### src/hoeffding_prefix_interval_unit_defines.svh
`ifndef HOEFFDING_PREFIX_INTERVAL_UNIT_DEFINES_SVH
`define HOEFFDING_PREFIX_INTERVAL_UNIT_DEFINES_SVH

// same-cycle implication, checked on i_clk outside reset
`define HPI_ASSERT_SAME(label, ante, cons, msg) \
    label: assert property (@(posedge i_clk) disable iff (!i_rst_n) (ante) |-> (cons)) \
        else $error(msg);

// next-cycle implication, checked on i_clk outside reset
`define HPI_ASSERT_NEXT(label, ante, cons, msg) \
    label: assert property (@(posedge i_clk) disable iff (!i_rst_n) (ante) |=> (cons)) \
        else $error(msg);

`endif

### src/hpi_pkg.sv
package hpi_pkg;

    localparam int FRAC_BITS   = 16;
    localparam int MAX_SAMPLES = 65536;
    localparam int VAL_W       = FRAC_BITS + 1;
    localparam int LOG_W       = FRAC_BITS + 8;
    localparam int SUM_W       = 33;
    localparam int CNT_W       = 17;
    localparam int DIV_W       = LOG_W + FRAC_BITS;
    localparam int DVS_W       = CNT_W + 1;
    localparam int DIV_CNT_W   = $clog2(DIV_W);
    localparam int ROOT_W      = DIV_W / 2;
    localparam int SQRT_CNT_W  = $clog2(ROOT_W);

    typedef logic [VAL_W-1:0]      t_val;
    typedef logic [LOG_W-1:0]      t_log;
    typedef logic [SUM_W-1:0]      t_sum;
    typedef logic [CNT_W-1:0]      t_cnt;
    typedef logic [DIV_W-1:0]      t_div;
    typedef logic [DVS_W-1:0]      t_dvs;
    typedef logic [DIV_CNT_W-1:0]  t_div_cnt;
    typedef logic [ROOT_W-1:0]     t_root;
    typedef logic [SQRT_CNT_W-1:0] t_sqrt_cnt;

    localparam t_val      ONE_Q     = t_val'(1) << FRAC_BITS;
    localparam t_cnt      MAX_CNT   = t_cnt'(MAX_SAMPLES);
    localparam t_log      LOG_RESET = t_log'(45426);
    localparam t_div_cnt  DIV_LAST  = t_div_cnt'(DIV_W - 1);
    localparam t_sqrt_cnt SQRT_LAST = t_sqrt_cnt'(ROOT_W - 1);

    typedef struct packed {
        t_val sample;
        logic restart;
    } t_in_req;

    typedef struct packed {
        t_val prefix_mean;
        t_val lower_bound;
        t_val upper_bound;
        logic saturated;
    } t_out_rsp;

    typedef enum logic [1:0] {
        ST_IDLE,
        ST_DIV,
        ST_SQRT,
        ST_HOLD
    } t_state;

endpackage

### src/hpi_div.sv
module hpi_div (
    input  logic          i_clk,
    input  logic          i_rst_n,
    input  logic          i_start,
    input  hpi_pkg::t_div i_dividend,
    input  hpi_pkg::t_dvs i_divisor,
    output logic          o_done,
    output hpi_pkg::t_div o_quotient
);

    logic              r_busy;
    logic              r_done;
    hpi_pkg::t_div_cnt r_cnt;
    hpi_pkg::t_dvs     r_rem;
    hpi_pkg::t_dvs     n_rem;
    hpi_pkg::t_dvs     r_dvs;
    hpi_pkg::t_div     r_quo;
    hpi_pkg::t_div     n_quo;
    logic [hpi_pkg::DVS_W:0] rem_sh;
    logic [hpi_pkg::DVS_W:0] dvs_ext;
    logic              ge;

    always_comb begin
        rem_sh  = {r_rem, r_quo[hpi_pkg::DIV_W-1]};
        dvs_ext = {1'b0, r_dvs};
        ge      = rem_sh >= dvs_ext;
        n_rem   = ge ? hpi_pkg::t_dvs'(rem_sh - dvs_ext) : hpi_pkg::t_dvs'(rem_sh);
        n_quo   = {r_quo[hpi_pkg::DIV_W-2:0], ge};
    end

    always_ff @(posedge i_clk) begin
        if (!i_rst_n) begin
            r_busy <= 1'b0;
            r_done <= 1'b0;
            r_cnt  <= '0;
        end else begin
            r_done <= 1'b0;
            if (i_start) begin
                r_busy <= 1'b1;
                r_cnt  <= hpi_pkg::DIV_LAST;
            end else if (r_busy) begin
                r_cnt <= r_cnt - 1'b1;
                if (r_cnt == '0) begin
                    r_busy <= 1'b0;
                    r_done <= 1'b1;
                end
            end
        end
    end

    always_ff @(posedge i_clk) begin
        if (i_start) begin
            r_quo <= i_dividend;
            r_rem <= '0;
            r_dvs <= i_divisor;
        end else if (r_busy) begin
            r_quo <= n_quo;
            r_rem <= n_rem;
        end
    end

    assign o_done     = r_done;
    assign o_quotient = r_quo;

endmodule

### src/hpi_sqrt.sv
module hpi_sqrt (
    input  logic           i_clk,
    input  logic           i_rst_n,
    input  logic           i_start,
    input  hpi_pkg::t_div  i_value,
    output logic           o_done,
    output hpi_pkg::t_root o_root
);

    logic               r_busy;
    logic               r_done;
    hpi_pkg::t_sqrt_cnt r_cnt;
    hpi_pkg::t_div      r_val;
    hpi_pkg::t_root     r_root;
    hpi_pkg::t_root     n_root;
    logic [hpi_pkg::ROOT_W:0]   r_rem;
    logic [hpi_pkg::ROOT_W:0]   n_rem;
    logic [hpi_pkg::ROOT_W+2:0] rem_sh;
    logic [hpi_pkg::ROOT_W+2:0] trial;
    logic               ge;

    always_comb begin
        rem_sh = {r_rem, r_val[hpi_pkg::DIV_W-1 -: 2]};
        trial  = {1'b0, r_root, 2'b01};
        ge     = rem_sh >= trial;
        n_rem  = ge ? (hpi_pkg::ROOT_W+1)'(rem_sh - trial) : (hpi_pkg::ROOT_W+1)'(rem_sh);
        n_root = {r_root[hpi_pkg::ROOT_W-2:0], ge};
    end

    always_ff @(posedge i_clk) begin
        if (!i_rst_n) begin
            r_busy <= 1'b0;
            r_done <= 1'b0;
            r_cnt  <= '0;
        end else begin
            r_done <= 1'b0;
            if (i_start) begin
                r_busy <= 1'b1;
                r_cnt  <= hpi_pkg::SQRT_LAST;
            end else if (r_busy) begin
                r_cnt <= r_cnt - 1'b1;
                if (r_cnt == '0) begin
                    r_busy <= 1'b0;
                    r_done <= 1'b1;
                end
            end
        end
    end

    always_ff @(posedge i_clk) begin
        if (i_start) begin
            r_val  <= i_value;
            r_rem  <= '0;
            r_root <= '0;
        end else if (r_busy) begin
            r_val  <= {r_val[hpi_pkg::DIV_W-3:0], 2'b00};
            r_rem  <= n_rem;
            r_root <= n_root;
        end
    end

    assign o_done = r_done;
    assign o_root = r_root;

endmodule

### src/hoeffding_prefix_interval_unit.sv
// Running mean with a Hoeffding confidence interval. Each request carries one
// Q1.16 sample (values above 1.0 count as 1.0) and a restart flag that clears
// the sum and count first; each request yields one response with the prefix
// mean, the interval mean -/+ sqrt(L/(2n)) clamped to [0,1], and a saturated
// flag set when the count already stood at 65536 and the sample was dropped.
// L is the 24-bit Q8.16 register written through i_cfg_we/i_cfg_wdata (reset
// about ln 2); write it only while no request is in flight. Once a request is
// accepted, two bit-serial restoring dividers run side by side (mean and
// L*2^16/(2n)), then a bit-serial square root runs, and the response enters
// the output register; while i_out_stall holds the previous response there,
// the new one waits in ST_HOLD. The next request can be accepted the cycle after
// the response is loaded, so no request is taken while another is in flight.
`include "hoeffding_prefix_interval_unit_defines.svh"

module hoeffding_prefix_interval_unit (
    input  logic              i_clk,
    input  logic              i_rst_n,
    input  logic              i_in_valid,
    output logic              o_in_stall,
    input  hpi_pkg::t_in_req  i_in_data,
    output logic              o_out_valid,
    input  logic              i_out_stall,
    output hpi_pkg::t_out_rsp o_out_data,
    input  logic              i_cfg_we,
    input  hpi_pkg::t_log     i_cfg_wdata
);

    hpi_pkg::t_state   r_state;
    hpi_pkg::t_state   n_state;
    hpi_pkg::t_log     r_log;
    hpi_pkg::t_sum     r_sum;
    hpi_pkg::t_sum     n_sum;
    hpi_pkg::t_cnt     r_cnt;
    hpi_pkg::t_cnt     n_cnt;
    logic              r_sat;
    hpi_pkg::t_val     r_mean;
    hpi_pkg::t_out_rsp r_out;
    logic              r_out_valid;

    logic              in_acc;
    logic              out_free;
    logic              load;
    hpi_pkg::t_val     s_clamp;
    hpi_pkg::t_sum     base_sum;
    hpi_pkg::t_cnt     base_cnt;
    logic              acc_sat;

    logic              w_mean_done;
    logic              w_q_done;
    logic              w_sqrt_done;
    hpi_pkg::t_div     w_mean_quo;
    hpi_pkg::t_div     w_q_quo;
    hpi_pkg::t_root    w_root;

    hpi_pkg::t_root    mean_ext;
    hpi_pkg::t_val     lo;
    hpi_pkg::t_val     hi;
    logic [hpi_pkg::ROOT_W:0] hi_sum;
    hpi_pkg::t_out_rsp rsp;

    always_comb begin
        out_free = !r_out_valid || !i_out_stall;
        in_acc   = i_in_valid && (r_state == hpi_pkg::ST_IDLE);
        s_clamp  = (i_in_data.sample > hpi_pkg::ONE_Q) ? hpi_pkg::ONE_Q : i_in_data.sample;
        base_sum = i_in_data.restart ? '0 : r_sum;
        base_cnt = i_in_data.restart ? '0 : r_cnt;
        acc_sat  = base_cnt >= hpi_pkg::MAX_CNT;
        n_sum    = acc_sat ? base_sum : base_sum + hpi_pkg::t_sum'(s_clamp);
        n_cnt    = acc_sat ? base_cnt : base_cnt + hpi_pkg::t_cnt'(1);
    end

    hpi_div u_div_mean (
        .i_clk      (i_clk),
        .i_rst_n    (i_rst_n),
        .i_start    (in_acc),
        .i_dividend (hpi_pkg::t_div'(n_sum)),
        .i_divisor  (hpi_pkg::t_dvs'(n_cnt)),
        .o_done     (w_mean_done),
        .o_quotient (w_mean_quo)
    );

    hpi_div u_div_q (
        .i_clk      (i_clk),
        .i_rst_n    (i_rst_n),
        .i_start    (in_acc),
        .i_dividend (hpi_pkg::t_div'(r_log) << hpi_pkg::FRAC_BITS),
        .i_divisor  ({n_cnt, 1'b0}),
        .o_done     (w_q_done),
        .o_quotient (w_q_quo)
    );

    hpi_sqrt u_sqrt (
        .i_clk   (i_clk),
        .i_rst_n (i_rst_n),
        .i_start (w_q_done),
        .i_value (w_q_quo),
        .o_done  (w_sqrt_done),
        .o_root  (w_root)
    );

    always_comb begin
        mean_ext = hpi_pkg::t_root'(r_mean);
        lo       = (mean_ext > w_root) ? hpi_pkg::t_val'(mean_ext - w_root) : '0;
        hi_sum   = {1'b0, mean_ext} + {1'b0, w_root};
        hi       = (hi_sum > (hpi_pkg::ROOT_W+1)'(hpi_pkg::ONE_Q)) ? hpi_pkg::ONE_Q
                                                                   : hpi_pkg::t_val'(hi_sum);
        rsp.prefix_mean = r_mean;
        rsp.lower_bound = lo;
        rsp.upper_bound = hi;
        rsp.saturated   = r_sat;
    end

    always_comb begin
        n_state = r_state;
        load    = 1'b0;
        unique case (r_state)
            hpi_pkg::ST_IDLE: begin
                if (in_acc) begin
                    n_state = hpi_pkg::ST_DIV;
                end
            end
            hpi_pkg::ST_DIV: begin
                if (w_q_done) begin
                    n_state = hpi_pkg::ST_SQRT;
                end
            end
            hpi_pkg::ST_SQRT: begin
                if (w_sqrt_done) begin
                    load    = out_free;
                    n_state = out_free ? hpi_pkg::ST_IDLE : hpi_pkg::ST_HOLD;
                end
            end
            hpi_pkg::ST_HOLD: begin
                if (out_free) begin
                    load    = 1'b1;
                    n_state = hpi_pkg::ST_IDLE;
                end
            end
            default: begin
                n_state = hpi_pkg::ST_IDLE;
            end
        endcase
    end

    always_ff @(posedge i_clk) begin
        if (!i_rst_n) begin
            r_state     <= hpi_pkg::ST_IDLE;
            r_log       <= hpi_pkg::LOG_RESET;
            r_sum       <= '0;
            r_cnt       <= '0;
            r_out_valid <= 1'b0;
        end else begin
            r_state <= n_state;
            if (i_cfg_we) begin
                r_log <= i_cfg_wdata;
            end
            if (in_acc) begin
                r_sum <= n_sum;
                r_cnt <= n_cnt;
            end
            if (load) begin
                r_out_valid <= 1'b1;
            end else if (!i_out_stall) begin
                r_out_valid <= 1'b0;
            end
        end
    end

    always_ff @(posedge i_clk) begin
        if (in_acc) begin
            r_sat <= acc_sat;
        end
        if (w_mean_done) begin
            r_mean <= hpi_pkg::t_val'(w_mean_quo);
        end
        if (load) begin
            r_out <= rsp;
        end
    end

    assign o_in_stall  = (r_state != hpi_pkg::ST_IDLE);
    assign o_out_valid = r_out_valid;
    assign o_out_data  = r_out;

    `HPI_ASSERT_SAME(a_div_lockstep, w_mean_done || w_q_done, w_mean_done && w_q_done, "dividers out of step")
    `HPI_ASSERT_SAME(a_div_state, w_q_done, r_state == hpi_pkg::ST_DIV, "division finished outside ST_DIV")
    `HPI_ASSERT_SAME(a_sqrt_state, w_sqrt_done, r_state == hpi_pkg::ST_SQRT, "root finished outside ST_SQRT")
    `HPI_ASSERT_NEXT(a_count_range, in_acc, (r_cnt != '0) && (r_cnt <= hpi_pkg::MAX_CNT), "count out of range")
    `HPI_ASSERT_SAME(a_bound_order, r_out_valid, (r_out.lower_bound <= r_out.prefix_mean) && (r_out.prefix_mean <= r_out.upper_bound) && (r_out.upper_bound <= hpi_pkg::ONE_Q), "interval out of order")

endmodule
### config.mk
export PLATFORM = sky130hd
export DESIGN_NAME = hoeffding_prefix_interval_unit
export DESIGN_NICKNAME = d
export VERILOG_FILES = /design/src/hpi_pkg.sv /design/src/hpi_div.sv /design/src/hpi_sqrt.sv /design/src/hoeffding_prefix_interval_unit.sv
export VERILOG_INCLUDE_DIRS = /design/src /design/src/src
export SDC_FILE = /design/constraint.sdc
export NUM_CORES = 1
export LEC_CHECK = 0
export ABC_AREA = 1
export BUFFER_PORTS_ARGS = -buffer_cell sky130_fd_sc_hd__buf_2
export CAP_MARGIN = 10
export CELL_PAD_IN_SITES_DETAIL_PLACEMENT = 1
export CELL_PAD_IN_SITES_GLOBAL_PLACEMENT = 2
export CORE_MARGIN = 1
export CORE_UTILIZATION = 41
export CTS_BUF_LIST = sky130_fd_sc_hd__clkbuf_2 sky130_fd_sc_hd__clkbuf_4 sky130_fd_sc_hd__clkbuf_8
export CTS_CLUSTER_SIZE = 8
export DETAILED_ROUTE_END_ITERATION = 12
export PLACE_DENSITY = 0.93
export SYNTH_ARGS = -nofsm -noshare
export SYNTH_HDL_FRONTEND = slang
export SYNTH_HIERARCHICAL = 1
export SYNTH_SLANG_ARGS = --single-unit
### constraint.sdc
create_clock -name i_clk -period 7.08 [get_ports i_clk]
set_input_delay 1.062 -clock i_clk [delete_from_list [all_inputs] [get_ports i_clk]]
set_output_delay 1.062 -clock i_clk [all_outputs]
set_load 0.01 [all_outputs]
==> key figures <==
Timing
  – Fin crit period: 3.87 ns
  – Final Slew Violations: 0
  – RSZ-0062 raised after global routing: false
  – Slew headroom: 0.204
  – Fin Hold WS: 0.425 ns
  – Skew final: 0.0329 ns
  – Fin crit share: 0.547
  – Final hold vios: 0
  – Peak Freq: 258 MHz
  – Setup_tns: 0 ns
  – Final Setup Violations: 0
  – Tightest Pin Transition: 1.19 ns

CTS
  – Root Driver: clkbuf_8
  – Clock Tree Buf Depth: 3
  – Clock sink total: 403
  – # resized after CTS: 0
  – Num CTS Buffers: 75
  – H-tree depth: 3
  – CTS Hold Bufs: 0
  – CTS tree: yes
  – Post-CTS Setup Repair Bufs: 0
  – Worst-path clk slew: 0.06 ns
  – Clock Latency Late Sink: 0.67 ns

Power
  – Logic pwr share: 0.410
  – Overall power: 10.3 mW
  – Cell Pwr Density: 379 mW/mm2
  – Sw Share: 0.424
  – Peak supply drop: 0.000192 V
  – Pint: 5.96 mW
  – Clock power frac: 0.232
  – Static Leak: 13.3 nW
  – Seq pwr share: 0.358
  – Psw: 4.39 mW

Synth
  – Synth unique cells: 60
  – Post-synth top cells: nand2_1, inv_1, nor2_1, edfxtp_1, nand3_1
  – Post-synthesis async set-or-reset flop share: 0
  – Synthesized area per cell: 7.41 um2
  – Largest family of logic cells by synthesized area: simple AND/OR/NAND/NOR gates
  – Top cell type by total area after synthesis: edfxtp_1
  – Synth Register Bits: 403
  – Sequential area share after synthesis: 0.421
  – Top FF cell, synth: edfxtp_1
  – Simple-Gate Fraction of Synth Area: 0.314
  – Post-Synth Adder-Cell Area: 0.0638
  – Synth warn: 6
  – Synth Instances: 3310
  – Synth top area cells: edfxtp_1, nand2_1, dfxtp_1
  – Synth top area share: 0.277
  – Number of synthesized flops with an enable pin: 226
  – Synth Area in Compound Gates: 0.0804
  – Post-Synth XOR/XNOR Area: 0.0203
  – Cell area after synthesis: 0.0245 mm2
  – Post-synthesis mux area share: 0
  – Top-count cell post-synth: nand2_1

Run status
  – Status: completed

GRT
  – Overall routing resource usage: 0.240
  – Grt total ovfl: 0
  – First-pass GRT wire length: 116000 um
  – Largest net degree at the start of global routing: 116
  – Vias in the first global route: 22449
  – Antenna violations before repair: 3

Critical path
  – Crit path required time: 7.49 ns
  – CP Max Fanout: 16
  – Crit end category: flop
  – Setup CP Type: primary input to flop
  – CP startpoint kind: primary input
  – Worst EP arrival: 4.29 ns

Cells and area
  – Share of layout cells above drive strength 1: 0.113
  – Layout area overhead: 11.1%
  – Core Util, Final: 0.462
  – # nets final: 3589
  – Post-route cell area: 0.0273 mm2

Job
  – Maxcap violations: 0

Die
  – Core ar.: 0.0590 mm2
  – Die width: 247 um
  – Die area: 0.0608 mm2
  – I/O Pins: 101
  – Cell row count: 89
  – Die height: 247 um
  – Starting Density: 0.416

Placement
  – Placement Cell Area: 0.0256 mm2
  – Hpwl dp: 54000 um
  – RD Place Congestion: 0.898
  – PortBufs: 100

Min path
  – Hold/Removal Path Class: flop to flop

Route
  – Total wire length: 72100 um
  – Vias per inst: 5.10
  – Vias: 21699
  – Remaining antenna violation count after routing: 0
  – DR pass1 iterations: 5
  – Residual DRC count: 0
  – Mean routed wirelength per cell: 16.9 um
  – DRT iter0 DRCs: 989
critical path: stages:
cell and delay, ns:
buf_2 0.08, inv_1 0.04, nand4_1 0.10, nor3_1 0.05, a21boi_1 0.80, nor2_1 0.13, ha_1 0.39, nand2_1 0.11
o21ai_2 0.27, inv_1 0.07, o21bai_1 0.28, nand2_1 0.09, nand2_1 0.12, a21oi_1 0.08, o21ai_0 0.18, nand2_1 0.22
nand2_1 0.15, nand2_1 0.06
power groups by stage:
stage          Clock [mW]  Combinational (mW)  Sequential (mW)
6_report             2.40                4.24             3.70
5_1_grt              2.56                4.78             3.77
4_1_cts              2.47                4.27             3.71
3_5_place_dp            0                4.24             3.74
3_3_place_gp            0                4.11             3.71
2_1_floorplan           0                3.15             3.59
final cells by class:
cell class | instances | area, um2
Tap cell | 773 | 967
Inverter | 494 | 1860
Clock inverter | 24 | 205
Timing Repair Buffer | 117 | 641
Antenna cell | 2 | 5.00
Clock buffer | 115 | 1410
Fill cell | 7509 | 31800
Sequential cell | 403 | 10300
Multi-Input combinational cell | 2329 | 11900
worst paths after layout:
path,from,endpoint,slack [ns],depth (start not counted)
max,i_in_data[7],u_div_mean/o_quotient[12],3.21,18
min reg2reg,r_sat,o_out_data[0],0.43,0
max reg2reg,r_cnt[16],u_div_mean/r_dvs[12],3.48,6
min,r_sat,o_out_data[0],0.43,0
cells by family (layout without fill, tap and decap cells):
logic type	count (synthesis)	in the layout
adders and majority gates	122	122
buffers and inverters	602	750
other	1	27
xor gates and xnor gates	57	57
and+or+nand+nor	1778	1778
AOI/OAI and AO/OA	347	347
DFF	403	403
stage by stage:
stage	cells	setup WS, ns
after floorplan	3334	2.53
after global placement	4116	2.74
after detailed placement	4116	2.61
after CTS	4255	3.32
after global routing	4256	3.00
final	4257	3.21
registers in the layout, indices dropped and copies added (netlist names), 2 cells and up:
signal	flops
u_sqrt/r_rem	21
u_div_q/r_rem	18
r_sum	33
r_state	2
u_div_q/r_dvs	18
u_sqrt/r_cnt	5
u_div_q/o_quotient	40
u_div_mean/o_quotient	40
u_div_mean/r_rem	18
u_sqrt/r_val	40
o_out_data	52
r_log	24
u_div_mean/r_cnt	6
u_div_q/r_cnt	6
u_div_mean/r_dvs	18
r_cnt	17
r_mean	17
u_sqrt/o_root	20
cells in the final DEF (no fill, tap or decap), types with 10 or more instances in the layout:
master / n
conb_1: 25
nand3b_1: 38
nor2_1: 296
nor3_1: 24
clkinv_2: 10
clkbuf_8: 87
buf_4: 16
inv_1: 467
xor2_1: 34
ha_1: 117
clkbuf_4: 28
nand2_1: 1072
nand3_2: 12
xnor2_1: 23
a21oi_1: 135
nand2_2: 31
buf_2: 100
o21ai_1: 11
o22ai_1: 20
o21bai_1: 17
inv_2: 18
clkinv_1: 12
dfxtp_1: 176
o21ai_0: 119
nand2_4: 12
nor2_2: 23
nand3_1: 179
nand4_1: 46
edfxtp_1: 226
routing by layer:
| metal | share of wire | vias up | track usage |
|---|---|---|---|
| met5 | 0 | - | 0 |
| met4 | 0.023 | 0 | 0.0752 |
| met3 | 0.037 | 118 | 0.0359 |
| met2 | 0.47 | 374 | 0.406 |
| met1 | 0.47 | 10453 | 0.314 |
| li1 | - | 10754 | - |
Note: power is estimated with default switching activity, not from simulation.
